[config.mk]
export PLATFORM = sky130hd
export DESIGN_NAME = psft_ram
export DESIGN_NICKNAME = d
export VERILOG_FILES = /design/src/rtl/psft_ram.sv
export SDC_FILE = /design/constraint.sdc
export NUM_CORES = 2
export LEC_CHECK = 0
export ABC_AREA = 0
export BUFFER_PORTS_ARGS = -buffer_cell sky130_fd_sc_hd__buf_2
export CAP_MARGIN = 20
export CORE_UTILIZATION = 57
export DETAILED_ROUTE_END_ITERATION = 16
export PLACE_DENSITY_LB_ADDON = 0.25
export SYNTH_ARGS = -nofsm -noshare
export SYNTH_HDL_FRONTEND = slang
export SYNTH_SLANG_ARGS = --single-unit
[constraint.sdc]
create_clock -name clk -period 3.64 [get_ports clk]
set_input_delay 0.182 -clock clk [delete_from_list [all_inputs] [get_ports clk]]
set_output_delay 0.182 -clock clk [all_outputs]
set_load 0.02 [all_outputs]
[src/rtl/psft_ram.sv]
// ----------------------------------------------------------------------------
// psft_ram
// Single write port, single read port RAM with registered read data.
// ----------------------------------------------------------------------------
module psft_ram #(
    parameter int WIDTH = 16,
    parameter int DEPTH = 128
) (
    input  logic                     clk,
    input  logic                     we,
    input  logic [$clog2(DEPTH)-1:0] waddr,
    input  logic [WIDTH-1:0]         wdata,
    input  logic                     re,
    input  logic [$clog2(DEPTH)-1:0] raddr,
    output logic [WIDTH-1:0]         rdata
);

    logic [WIDTH-1:0] mem [DEPTH];
    logic [WIDTH-1:0] rdata_reg;

    // Write port
    always_ff @(posedge clk)
    begin
        if (we)
        begin
            mem[waddr] <= wdata;
        end
    end

    // Read port; data holds until the next read
    always_ff @(posedge clk)
    begin
        if (re)
        begin
            rdata_reg <= mem[raddr];
        end
    end

    assign rdata = rdata_reg;

endmodule

# Word-level counts from Yosys, hierarchy flattened
# Memories as Yosys holds them, arrays and structs flattened. A register that Yosys moved wholly into a read port is not among the register bits.
# Index checks and enable logic that the tools add are counted.
# classes
mux	2
# ops
operator	n
2-to-1 mux 1 bit	2
# totals
regBits	0
mem_bits_rw	2048
inputBits	33
output_inout_bits	16
mem_count	1
# memory_table
name	words	width	read_ports	rd_ports_with_merged_regs	wr	line_no	text
mem	128	16	1	1	1	18	logic [WIDTH-1:0] mem [DEPTH];

# Depth between registers and ports, before layout
# depth
depth_word	2
mapped_depth	7
mapped_depth_nobuf	4

# Worst setup path before layout
# Ideal clock, no wire load.
# synth_timing
path_type	input -> register
from	input port raddr[0]
to	register rdata_reg[0], in the netlist rdata[0], read port of mem, data pin
setup_ns	0.260
arrival_time_ns	2.557
required_ns	3.380
slack_ns	0.824
path_stages	6
path_cell_list	buf_2 buf_1 mux4_2 mux4_2 mux4_2 mux2_2
# synth_lines
item	line_no	text
start: declaration	14	input logic [$clog2(DEPTH)-1:0] raddr,
end: declaration	19	logic [WIDTH-1:0] rdata_reg;

==> results.md <==
### Status
• completed — run status

### Critical path
• 1 — highest net fanout along the worst path
• reg -> reg — type of the worst setup path
• 4200 ps — required time reported for the critical path endpoint
• register — kind of launch point of the worst setup path
• register — Worst Setup End Kind
• 3230 ps — worst endpoint data arrival time

### Final layout
• 13.5% — layout-stage area growth over the synthesis result
• 2048 — number of flip-flops in the largest register
• 0.352 — share of final-layout standard cells stronger than drive strength 1
• 0.656 — Final Util
• 3472 — Nets

### Pwr
• 27.8 nW — Lkg Pwr
• 0.545 — fraction of power consumed by sequential logic
• 0.000427 V — peak supply drop
• 0.052 — proportion of power drawn by combinational gates
• 541 nW/µm² — power density cells
• 48.3 mW — Tot Pwr
• 10.0 mW — switching power of the nets
• 0.403 — clock network power share
• 38.3 mW — cell internal power dissipation
• 0.207 — switching part of the total

### Place
• 300 ps — worst slack at placement
• 0.808 — RD Place Congestion
• 109000 µm — final HPWL from detailed placement
• 48 — Port Buffers

### Clock network
• 2064 — CTS sink cnt
• 4 — number of H-tree levels
• yes — clock tree from TritonCTS
• 820 ps — clock latency at the later pin of the worst-skew pair
• 60 ps — clock-pin slew on the worst setup and hold paths
• 3 — Longest Clk Path Bufs
• clkbuf_16 — clock root cell
• 197 — number of clock buffers inserted by TritonCTS

### Yosys
• 0 — count of yosys warnings during synthesis
• 3119 — synthesized netlist net count
• 2064 — flip-flop and latch count after synthesis
• 78700 µm² — cell area after technology mapping
• 16 — unique cell type count in the Yosys netlist
• 25.5 µm² — average footprint of a synthesized cell
• 0.788 — sequential cell area fraction in the yosys report
• 3086 — Gate Count Post-Synth

### GRT
• 36900 — number of global-route vias before repair
• 26 — initial antenna violation count
• 0.279 — global-route total usage across every layer
• 0 — aggregate global routing overflow
• 271000 µm — global-route wire length before repair
• 129 — pin count of the biggest net entering global routing

### STA
• 0 — number of slew-limit violations in the final report
• 1140 ps — transition at the pin with the smallest max-transition slack
• 0.240 — remaining max-slew budget at the tightest pin
• 29.3 ps — Setup Skew
• 375 MHz — timing-limited maximum frequency
• 2670 ps — min cycle time layout
• 971 ps — setup slack of the critical path after layout
• no — setup repair after global routing missed its margin
• 0 ps — Total Neg Setup Slack
• 0.733 — final critical-path share of the clock period
• 0 — Final setup violation count
• 0 — Hold Vio Cnt, Final

### Floorplan
• 374 µm — chip height
• 140000 µm² — full die area
• 135 — count of standard-cell rows
• 374 µm — chip width
• 136000 µm² — Core Region
• 0.578 — starting density of the core
• 49 — num ports

### Drt
• 5 — First-pass DRT Iterations
• 36600 — via count
• 0 — DRC Markers
• 35.6 µm — detail-routed net length per standard cell
• 6.79 — routed via count divided by cell count
• 5157 — DRC marker count from the first detailed-route iteration
• 0 — antenna violation net count after detailed routing
• 192000 µm — DRT Wirelength

### Worst hold path
• in -> reg — hold crit path type

### Run
• 0 — maximum capacitance violations

synthesized netlist by cell type:
cell	instances	area, µm²
nand4_1	3	18.8
mux4_2	672	15100
buf_6	1	11.3
nor2b_1	7	43.8
clkbuf_1	82	308
or3_1	1	6.26
buf_4	1	7.51
buf_1	28	105
edfxtp_1	2064	62000
buf_2	52	260
mux2_2	16	180
nand3_1	12	60.1
nand2b_1	2	12.5
nor3_1	9	45.0
nor2_1	122	458
nand2_1	14	52.6
cell type report:
type	count	area, µm²
diodes	4	10.0
clock buffers	255	5250
clock inverters	102	850
fillers	8296	46900
multi-input cells	858	16100
flip-flops and latches	2064	62000
well taps	1781	2230
repair buffers	318	2870
power by group through the flow:
stage | Sequential, mW | Combinational (mW) | Clock (mW)
after floorplan | 26.8 | 1.28 | 0
after global placement | 26.8 | 2.41 | 0
after detailed placement | 26.8 | 2.48 | 0
after CTS | 26.3 | 2.50 | 19.7
after global routing | 26.3 | 2.62 | 20.6
final | 26.3 | 2.52 | 19.5
cells in the final DEF (no fill, tap or decap), types with 14 or more instances in the layout:
cell type and count:
mux4_2 672, buf_4 237, nand2_1 14, clkinv_1 49, buf_12 32, buf_2 28, nor2_1 114, mux2_2 16
clkinv_2 26, edfxtp_1 2064, clkbuf_16 202, clkbuf_1 53
worst max-delay path, stage by stage (launching register included):
cell and delay (ps):
edfxtp_1 370, mux4_2 490, mux4_2 610, mux4_2 640
mux2_2 310
kinds of logic (layout without fill, tap and decap cells):
family,count (synthesis),after routing,share of synthesized area
flip-flops,2064,2064,0.788
multiplexers,688,688,0.195
AND/OR/NAND/NOR,170,170,0.00886
buffers and inverters,164,675,0.00879
other,0,4,0
metrics by stage:
step                      area [µm²]  hold slack, ps  instances
after detailed placement       82900             640       5003
after floorplan                78700             281       3086
final                          89300            11.9       5382
after global placement         82900             646       5002
after CTS                      89000            11.4       5366
after global routing           89300            37.4       5380
metal layers:
metal	part of all wire	vias up	track usage
li1	-	14200	-
met1	0.37	19600	0.397
met2	0.48	2406	0.435
met3	0.12	323	0.0731
met4	0.027	12	0.0749
met5	0.00045	-	0
what timing repair did:
item,CTS,global route
hold buffers,6,6
resized for setup,0,0
endpoints found under the hold margin,208,206
buffers inserted,0,0
final timing paths:
kind               from         end  slack [ps]  depth (start not counted)
min            wdata[0]  mem[30][0]          10                          1
max reg2reg  mem[55][0]    rdata[0]         970                          4
min reg2reg  mem[85][8]    rdata[8]        1210                          4
max          mem[55][0]    rdata[0]         970                          4
Power figures use the tool's default switching activity.
